`src/rtl/plm_pkg.sv`:
```
// ----------------------------------------------------------------------------
// plm_pkg
// Shared types and constants of the peak level meter.
// ----------------------------------------------------------------------------
package plm_pkg;

  localparam int unsigned LevelW     = 15;
  localparam int unsigned CountW     = 4;
  localparam int unsigned WeightW    = 16;
  localparam int unsigned CfgIdxW    = 1;
  localparam int unsigned CfgDataW   = 16;
  localparam int unsigned QueueDepth = 2;
  localparam int unsigned RootSteps  = 16;

  localparam logic [CountW-1:0]  ChannelCountRst = 4'd2;
  localparam logic [WeightW-1:0] SmoothWeightRst = 16'd6554;

  typedef enum logic [CfgIdxW-1:0] {
    CfgChannelCount = 1'b0,
    CfgSmoothWeight = 1'b1
  } cfg_reg_e;

  typedef struct packed {
    logic              valid;
    logic [LevelW-1:0] peak;
  } peak_push_t;

  typedef struct packed {
    logic              valid;
    logic [LevelW-1:0] peak;
  } peak_head_t;

endpackage

```
`src/rtl/plm_if.sv`:
```
// ----------------------------------------------------------------------------
// plm interfaces
// Valid/ready channels for samples, levels and register writes.
// ----------------------------------------------------------------------------
interface plm_sample_if #(
  parameter int unsigned SampleBits = 16
);
  logic                         valid;
  logic                         ready;
  logic signed [SampleBits-1:0] sample;
  logic                         last_in_buffer;

  modport source (output valid, output sample, output last_in_buffer, input ready);
  modport sink   (input valid, input sample, input last_in_buffer, output ready);
endinterface

interface plm_level_if;
  logic                       valid;
  logic                       ready;
  logic [plm_pkg::LevelW-1:0] level;

  modport source (output valid, output level, input ready);
  modport sink   (input valid, input level, output ready);
endinterface

interface plm_cfg_if;
  logic                         valid;
  logic                         ready;
  logic [plm_pkg::CfgIdxW-1:0]  index;
  logic [plm_pkg::CfgDataW-1:0] data;

  modport source (output valid, output index, output data, input ready);
  modport sink   (input valid, input index, input data, output ready);
endinterface

```
`src/rtl/peak_level_meter_sqrt_smoothed.sv`:
```
// ----------------------------------------------------------------------------
// peak_level_meter_sqrt_smoothed
// First-channel peak meter with square-root scaling and one-pole smoothing.
//
//   port       dir   payload                         transaction
//   sample_i   in    sample, last_in_buffer          one interleaved sample
//   cfg_i      in    index, data                     one register write
//   level_o    out   level                           one level per buffer
//
// Samples are taken one per cycle while the peak queue has room.
// Each buffer end takes the back through a load, 16 root steps, a multiply
// and a blend; the two-entry queue absorbs bursts of short buffers.
// Reset clears peak, channel position, level and queue at once.
// A stalled level output holds the back at its blend step.
// ----------------------------------------------------------------------------
module peak_level_meter_sqrt_smoothed #(
  parameter int unsigned SampleBits = 16
) (
  input  logic          clk_i,
  input  logic          rst_ni,
  plm_sample_if.sink    sample_i,
  plm_cfg_if.sink       cfg_i,
  plm_level_if.source   level_o
);

  logic [plm_pkg::CountW-1:0]  channel_count_q;
  logic [plm_pkg::WeightW-1:0] smooth_weight_q;
  plm_pkg::peak_push_t         push;
  plm_pkg::peak_head_t         head;
  logic                        queue_full;
  logic                        pop;

  assign cfg_i.ready = 1'b1;

  always_ff @(posedge clk_i or negedge rst_ni) begin
    if (!rst_ni) begin
      channel_count_q <= plm_pkg::ChannelCountRst;
      smooth_weight_q <= plm_pkg::SmoothWeightRst;
    end else if (cfg_i.valid) begin
      unique case (plm_pkg::cfg_reg_e'(cfg_i.index))
        plm_pkg::CfgChannelCount: channel_count_q <= cfg_i.data[plm_pkg::CountW-1:0];
        plm_pkg::CfgSmoothWeight: smooth_weight_q <= cfg_i.data[plm_pkg::WeightW-1:0];
        default: ;
      endcase
    end
  end

  plm_front #(
    .SampleBits (SampleBits)
  ) u_front (
    .clk_i           (clk_i),
    .rst_ni          (rst_ni),
    .sample_i        (sample_i),
    .channel_count_i (channel_count_q),
    .queue_full_i    (queue_full),
    .push_o          (push)
  );

  plm_queue u_queue (
    .clk_i  (clk_i),
    .rst_ni (rst_ni),
    .push_i (push),
    .full_o (queue_full),
    .pop_i  (pop),
    .head_o (head)
  );

  plm_back u_back (
    .clk_i           (clk_i),
    .rst_ni          (rst_ni),
    .head_i          (head),
    .pop_o           (pop),
    .smooth_weight_i (smooth_weight_q),
    .level_o         (level_o)
  );

endmodule

```
`src/rtl/plm_front.sv`:
```
// ----------------------------------------------------------------------------
// plm_front
// Accepts samples, tracks the first-channel peak, hands the peak of each
// finished buffer to the queue.
// ----------------------------------------------------------------------------
module plm_front #(
  parameter int unsigned SampleBits = 16
) (
  input  logic                           clk_i,
  input  logic                           rst_ni,
  plm_sample_if.sink                     sample_i,
  input  logic [plm_pkg::CountW-1:0]     channel_count_i,
  input  logic                           queue_full_i,
  output plm_pkg::peak_push_t            push_o
);

  logic [plm_pkg::LevelW-1:0] peak_q, peak_d;
  logic [2:0]                 pos_q, pos_d;
  logic                       accept;
  logic [SampleBits-1:0]      mag_raw;
  logic [SampleBits-2:0]      mag_sat;
  logic [plm_pkg::LevelW-1:0] mag15;
  logic [plm_pkg::LevelW-1:0] peak_new;
  logic [3:0]                 chans;
  logic [3:0]                 pos_inc;

  assign sample_i.ready = !queue_full_i;
  assign accept         = sample_i.valid && sample_i.ready;

  assign mag_raw = sample_i.sample[SampleBits-1] ? (~sample_i.sample + 1'b1)
                                                 : sample_i.sample;
  assign mag_sat = mag_raw[SampleBits-1] ? '1 : mag_raw[SampleBits-2:0];

  if (SampleBits >= 16) begin : g_narrow
    assign mag15 = mag_sat[SampleBits-2 -: plm_pkg::LevelW];
  end else begin : g_widen
    assign mag15 = {mag_sat, {(16 - SampleBits){1'b0}}};
  end

  always_comb begin
    priority if (channel_count_i == 4'd0) begin
      chans = 4'd1;
    end else if (channel_count_i > 4'd8) begin
      chans = 4'd8;
    end else begin
      chans = channel_count_i;
    end
  end

  assign peak_new = (pos_q == 3'd0 && mag15 > peak_q) ? mag15 : peak_q;
  assign pos_inc  = {1'b0, pos_q} + 4'd1;

  always_comb begin
    peak_d = peak_q;
    pos_d  = pos_q;
    if (accept) begin
      if (sample_i.last_in_buffer) begin
        peak_d = '0;
        pos_d  = '0;
      end else begin
        peak_d = peak_new;
        pos_d  = (pos_inc >= chans) ? 3'd0 : pos_inc[2:0];
      end
    end
  end

  assign push_o.valid = accept && sample_i.last_in_buffer;
  assign push_o.peak  = peak_new;

  always_ff @(posedge clk_i or negedge rst_ni) begin
    if (!rst_ni) begin
      peak_q <= '0;
      pos_q  <= '0;
    end else begin
      peak_q <= peak_d;
      pos_q  <= pos_d;
    end
  end

endmodule

```
`src/rtl/plm_queue.sv`:
```
// ----------------------------------------------------------------------------
// plm_queue
// Short queue of buffer peaks between the front and the back.
// ----------------------------------------------------------------------------
module plm_queue (
  input  logic                clk_i,
  input  logic                rst_ni,
  input  plm_pkg::peak_push_t push_i,
  output logic                full_o,
  input  logic                pop_i,
  output plm_pkg::peak_head_t head_o
);

  localparam int unsigned PtrW = $clog2(plm_pkg::QueueDepth);

  logic [plm_pkg::LevelW-1:0] mem_q [plm_pkg::QueueDepth];
  logic [PtrW-1:0]            wr_ptr_q, rd_ptr_q;
  logic [PtrW:0]              count_q;

  assign full_o      = count_q == (PtrW + 1)'(plm_pkg::QueueDepth);
  assign head_o.valid = count_q != '0;
  assign head_o.peak  = mem_q[rd_ptr_q];

  always_ff @(posedge clk_i) begin
    if (push_i.valid) begin
      mem_q[wr_ptr_q] <= push_i.peak;
    end
  end

  always_ff @(posedge clk_i or negedge rst_ni) begin
    if (!rst_ni) begin
      wr_ptr_q <= '0;
      rd_ptr_q <= '0;
      count_q  <= '0;
    end else begin
      if (push_i.valid) begin
        wr_ptr_q <= (wr_ptr_q == PtrW'(plm_pkg::QueueDepth - 1)) ? '0 : wr_ptr_q + 1'b1;
      end
      if (pop_i) begin
        rd_ptr_q <= (rd_ptr_q == PtrW'(plm_pkg::QueueDepth - 1)) ? '0 : rd_ptr_q + 1'b1;
      end
      unique case ({push_i.valid, pop_i})
        2'b10:   count_q <= count_q + 1'b1;
        2'b01:   count_q <= count_q - 1'b1;
        default: count_q <= count_q;
      endcase
    end
  end

  a_no_push_full: assert property (@(posedge clk_i) disable iff (!rst_ni)
    push_i.valid |-> !full_o)
    else $error("peak pushed into full queue");

  a_no_pop_empty: assert property (@(posedge clk_i) disable iff (!rst_ni)
    pop_i |-> head_o.valid)
    else $error("peak popped from empty queue");

endmodule

```
`src/rtl/plm_back.sv`:
```
// ----------------------------------------------------------------------------
// plm_back
// Takes the square root of each buffer peak, blends it into the running
// level and presents the level.
// ----------------------------------------------------------------------------
module plm_back (
  input  logic                        clk_i,
  input  logic                        rst_ni,
  input  plm_pkg::peak_head_t         head_i,
  output logic                        pop_o,
  input  logic [plm_pkg::WeightW-1:0] smooth_weight_i,
  plm_level_if.source                 level_o
);

  typedef enum logic [1:0] {
    StIdle,
    StRoot,
    StMul,
    StBlend
  } state_e;

  state_e                     state_q;
  logic [29:0]                rem_q;
  logic [30:0]                res_q;
  logic [3:0]                 step_q;
  logic signed [32:0]         prod_q;
  logic [plm_pkg::LevelW-1:0] level_q;
  logic                       out_valid_q;

  logic [30:0]        bit_w;
  logic [31:0]        trial;
  logic               take;
  logic signed [15:0] diff;
  logic signed [17:0] blend_sum;
  logic               slot_free;

  assign bit_w = 31'd1 << {step_q, 1'b0};
  assign trial = {1'b0, res_q} + {1'b0, bit_w};
  assign take  = {2'b00, rem_q} >= trial;

  assign diff      = $signed({1'b0, res_q[14:0]}) - $signed({1'b0, level_q});
  assign blend_sum = $signed({3'b000, level_q}) + 18'($signed(prod_q[32:16]));
  assign slot_free = !out_valid_q || level_o.ready;

  assign pop_o         = (state_q == StIdle) && head_i.valid;
  assign level_o.valid = out_valid_q;
  assign level_o.level = level_q;

  always_ff @(posedge clk_i or negedge rst_ni) begin
    if (!rst_ni) begin
      state_q     <= StIdle;
      rem_q       <= '0;
      res_q       <= '0;
      step_q      <= '0;
      prod_q      <= '0;
      level_q     <= '0;
      out_valid_q <= 1'b0;
    end else begin
      if (level_o.ready && state_q != StBlend) begin
        out_valid_q <= 1'b0;
      end
      unique case (state_q)
        StIdle: begin
          if (head_i.valid) begin
            rem_q   <= {head_i.peak, 15'd0};
            res_q   <= '0;
            step_q  <= 4'(plm_pkg::RootSteps - 1);
            state_q <= StRoot;
          end
        end
        StRoot: begin
          if (take) begin
            rem_q <= rem_q - trial[29:0];
            res_q <= (res_q >> 1) + bit_w;
          end else begin
            res_q <= res_q >> 1;
          end
          if (step_q == 4'd0) begin
            state_q <= StMul;
          end else begin
            step_q <= step_q - 1'b1;
          end
        end
        StMul: begin
          prod_q  <= 33'(diff) * 33'($signed({1'b0, smooth_weight_i}));
          state_q <= StBlend;
        end
        StBlend: begin
          if (slot_free) begin
            level_q     <= blend_sum[14:0];
            out_valid_q <= 1'b1;
            state_q     <= StIdle;
          end else begin
            out_valid_q <= out_valid_q;
          end
        end
        default: state_q <= StIdle;
      endcase
    end
  end

  a_root_fits: assert property (@(posedge clk_i) disable iff (!rst_ni)
    state_q == StMul |-> res_q[30:15] == '0)
    else $error("square root exceeds level range");

  a_level_only_on_blend: assert property (@(posedge clk_i) disable iff (!rst_ni)
    !$stable(level_q) |-> $past(state_q) == StBlend && $past(slot_free))
    else $error("level changed outside blend");

  a_blend_needs_slot: assert property (@(posedge clk_i) disable iff (!rst_ni)
    state_q == StBlend && !slot_free |=> state_q == StBlend)
    else $error("blend left while output slot busy");

endmodule
```
`src/flat_wrapper.sv`:
```
// flat-port wrapper written by rule: the top's interface ports become plain ports
module peak_level_meter_sqrt_smoothed_flat 
#(
  parameter int unsigned SampleBits = 16
)
  (clk_i, rst_ni, sample_i_valid, sample_i_sample, sample_i_last_in_buffer, sample_i_ready, cfg_i_valid, cfg_i_index, cfg_i_data, cfg_i_ready, level_o_valid, level_o_level, level_o_ready);
  plm_sample_if #(.SampleBits(SampleBits)) sample_i_i ();
  plm_cfg_if cfg_i_i ();
  plm_level_if level_o_i ();
  input  logic clk_i;
  input  logic rst_ni;
  input wire logic [$bits(sample_i_i.valid)-1:0] sample_i_valid;
  input wire logic [$bits(sample_i_i.sample)-1:0] sample_i_sample;
  input wire logic [$bits(sample_i_i.last_in_buffer)-1:0] sample_i_last_in_buffer;
  output wire logic [$bits(sample_i_i.ready)-1:0] sample_i_ready;
  input wire logic [$bits(cfg_i_i.valid)-1:0] cfg_i_valid;
  input wire logic [$bits(cfg_i_i.index)-1:0] cfg_i_index;
  input wire logic [$bits(cfg_i_i.data)-1:0] cfg_i_data;
  output wire logic [$bits(cfg_i_i.ready)-1:0] cfg_i_ready;
  output wire logic [$bits(level_o_i.valid)-1:0] level_o_valid;
  output wire logic [$bits(level_o_i.level)-1:0] level_o_level;
  input wire logic [$bits(level_o_i.ready)-1:0] level_o_ready;
  assign sample_i_i.valid = sample_i_valid;
  assign sample_i_i.sample = sample_i_sample;
  assign sample_i_i.last_in_buffer = sample_i_last_in_buffer;
  assign sample_i_ready = sample_i_i.ready;
  assign cfg_i_i.valid = cfg_i_valid;
  assign cfg_i_i.index = cfg_i_index;
  assign cfg_i_i.data = cfg_i_data;
  assign cfg_i_ready = cfg_i_i.ready;
  assign level_o_valid = level_o_i.valid;
  assign level_o_level = level_o_i.level;
  assign level_o_i.ready = level_o_ready;
  peak_level_meter_sqrt_smoothed #(.SampleBits(SampleBits)) u_core (.clk_i(clk_i), .rst_ni(rst_ni), .sample_i(sample_i_i), .cfg_i(cfg_i_i), .level_o(level_o_i));
endmodule
```
`config.mk`:
```
export PLATFORM = sky130hd
export DESIGN_NAME = peak_level_meter_sqrt_smoothed_flat
export DESIGN_NICKNAME = d
export VERILOG_FILES = /design/src/rtl/plm_pkg.sv /design/src/rtl/plm_if.sv /design/src/rtl/peak_level_meter_sqrt_smoothed.sv /design/src/rtl/plm_front.sv /design/src/rtl/plm_queue.sv /design/src/rtl/plm_back.sv /design/src/flat_wrapper.sv
export SDC_FILE = /design/constraint.sdc
export NUM_CORES = 1
export LEC_CHECK = 0
export BUFFER_PORTS_ARGS = -buffer_cell sky130_fd_sc_hd__buf_2
export CAP_MARGIN = 20
export CORE_ASPECT_RATIO = 0.75
export CORE_MARGIN = 2
export CORE_UTILIZATION = 35
export DETAILED_ROUTE_END_ITERATION = 16
export PLACE_DENSITY = 0.57
export SLEW_MARGIN = 10
export SYNTH_ARGS = -nofsm -noshare
export SYNTH_HDL_FRONTEND = slang
export SYNTH_SLANG_ARGS = --single-unit
export TNS_END_PERCENT = 5
```
`constraint.sdc`:
```
create_clock -name clk_i -period 8.05 [get_ports clk_i]
set_clock_uncertainty 0.1 [all_clocks]
set_input_delay 0.4025 -clock clk_i [delete_from_list [all_inputs] [get_ports clk_i]]
set_output_delay 0.4025 -clock clk_i [all_outputs]
set_load 0.005 [all_outputs]
```
==> flow_summary_export.csv <==
group,metric,value,unit
setup_path,cp-start-kind,"register",
clock_network,clk_latency,480,ps
route,vias,16013,
sta,fmax,0.122,GHz
synthesis,synth-edff-count,30,
sta,finalHoldViolations,0,
clock_network,clock_path_buffers,2,
synthesis,synth_ff_type,"dfrtp_1",
floorplanning,core,57600,um2
job,drv_cap,0,
sta,finalSetupViolations,3,
sta,slew_headroom,33.1,%
floorplanning,num_rows,76,
sta,setup_ws,-119,ps
clock_network,path_clk_slew,90,ps
floorplanning,die_x,283,um
cells_and_area,areaGrowthSynthToFinish,12.1,%
sta,holdWs,48.6,ps
sta,final-max-slew-violation-count,0,
placement,portBuffers,55,
setup_path,ff2ff_path_depth,35,
synthesis,avgSynthCellArea,8.99,um2
cells_and_area,final_common_cell,"inv_1",
route,routed_wl,52000,um
setup_path,path_max_fanout,4,
route,wl_per_cell,16.4,um
synthesis,synth_area,20500,um2
synthesis,yosys_register_bits,170,
global_routing,grt_max_degree,78,
route,ant_nets,0,
sta,finalCritPeriodShare,101,%
setup_path,reg2reg_from,"u_core.u_back.res_q[0]",
clock_network,cts.sinks,170,
cells_and_area,nets,2837,
setup_path,max_stage_delay,560,ps
clock_network,cts-root-buf,"clkbuf_16",
floorplanning,io_pins,57,
floorplanning,die-area,60500,um2
route,drtPass1Iterations,7,
route,vias_per_cell,5.07,
route,drc,0,
worst_hold_path,holdPathStages,2,
setup_path,crit_path_end_kind,"register",
sta,post-route-min-period,8170,ps
cells_and_area,multi_input_area,14700,um2
placement,hpwl,41400,um
setup_path,arrival,8430,ps
setup_path,crit_start,"u_core.u_back.res_q[0]",
floorplanning,start_util,35.5,%
global_routing,track_usage,18.1,%
cells_and_area,regArea,4410,um2
global_routing,overflow,0,
clock_network,numCtsBuffers,17,
run_status,violations,"negative setup slack",
sta,worst_pin_slew,1000,ps
sta,grt_setup_unrepaired,"yes",
cells_and_area,drive_gt1_share,12.2,%
synthesis,seq_area_frac_synth,21.6,%
placement,place_ws,-280,ps
run_status,status,"finished with violations",
clock_network,cts_tree,"built",
route,drt_iter0_markers,1077,
cells_and_area,antenna_cells,0,
worst_hold_path,hold_start,"cfg_i_data[7]",
synthesis,ys_types,67,
synthesis,synthCells,2278,
synthesis,syn-num-nets,2747,
global_routing,grt_pass1_wl,87400,um
synthesis,synthArstFlopShare,82.4,%
cells_and_area,final_cell_area,22900,um2
clock_network,cts_max_level,4,
cells_and_area,fill_cells,5777,
cells_and_area,most-common-layout-cells,"inv_1 (328), nand2_1 (320), ha_1 (231)",
placement,placed_area,22000,um2
global_routing,grt_pass1_vias,16428,
setup_path,crit_required,8310,ps
floorplanning,die_h,213,um
setup_path,slowest_stage,"fa_1",
worst_hold_path,hp-class,"input pin to register",
setup_path,path_class,"register to register",
global_routing,antenna_found_initial,4,
placement,gp_congestion,0.851,
synthesis,yosys_warnings,0,
==> cells in the mapped netlist (all sizes together) (41+ instances only) <==
cell type	count	area, um2
fa	196	3920
o21ai	127	639
clkbuf	64	241
and2	95	594
xor2	70	613
nor2b	41	257
xnor2	66	578
ha	234	2930
a21oi	76	380
inv	334	1250
mux2	45	507
nand2	321	1200
nor2	86	323
dfrtp	132	3300
==> repair_timing <==
item	in CTS	in global routing
hold endpoints to repair	73	0
pin swaps	33	29
setup endpoints to repair	12	13
hold buffers	1	0
setup buffers	8	3
gates resized for setup	25	15
==> layout make-up <==
type / instances / share of cell area, %
timing repair buffer: 147 / 4.36
tap: 780 / 4.25
clock inverter: 15 / 0.840
clock buffer: 17 / 1.85
multi-input combinational: 1698 / 64.0
inverter: 334 / 5.46
sequential: 170 / 19.2
==> final timing paths <==
| check | to | slack, ps |
|---|---|---|
| max reg2reg | u_core.u_back.prod_q[29] | -120 |
| max | u_core.u_back.prod_q[29] | -120 |
| max in group asynchronous | u_core.u_back.level_o.level[9] | 5980 |
| min | u_core.smooth_weight_q[7] | 50 |
| min reg2reg | u_core.u_back.rem_q[6] | 390 |
| min in group asynchronous | u_core.u_back.rem_q[10] | 440 |
==> routing by layer <==
layer / GRT usage [%] / vias to the layer above / wire [um]
met4: 3.67 / 4 / 618
met5: 0 / - / 24
met2: 27.6 / 295 / 21900
li1: - / 7692 / -
met1: 26.9 / 7979 / 26800
met3: 3.17 / 43 / 2630
==> critical path, delay by kind of cell (launching register included) <==
family                     cells  cell delay (ps)
adders and majority gates      9             3800
AOI/OAI and AO/OA             13             2230
and+or+nand+nor                3              560
buffers and inverters          7              480
DFF                            1              390
muxes                          1              260
xor gates and xnor gates       2              240
==> kinds of logic after synthesis <==
logic type	Yosys count	synth area share, %
simple gates	650	14.8
compound gates	412	13.0
xor+xnor	136	5.82
flops	170	21.6
fa+ha+maj	430	33.5
buf+inv	410	7.67
mux	69	3.65
other cells	1	0.0183
==> stage by stage <==
| stage | TNS (ps) | util (%) | cells |
|---|---|---|---|
| after floorplan | 0 | - | 2278 |
| after global placement | -973 | 38.3 | 3116 |
| after detailed placement | -1700 | 38.3 | 3116 |
| after CTS | -307 | 39.6 | 3156 |
| after global routing | -4540 | 39.8 | 3161 |
| final | -219 | 39.8 | 3161 |
==> registers in the layout, summed over array words and instances, names as in the netlist, 4 cells and up <==
name / count
u_core.u_back.res_q: 31
u_core.u_back.rem_q: 30
u_core.u_queue.mem_q: 30
u_core.smooth_weight_q: 16
u_core.u_back.level_o.level: 15
u_core.u_back.prod_q: 15
u_core.u_front.peak_q: 15
u_core.channel_count_q: 4
u_core.u_back.step_q: 4
Power is left out: the tool's default activity adds up to more than one toggle a clock period on the data nets, which glitch-free logic cannot reach.
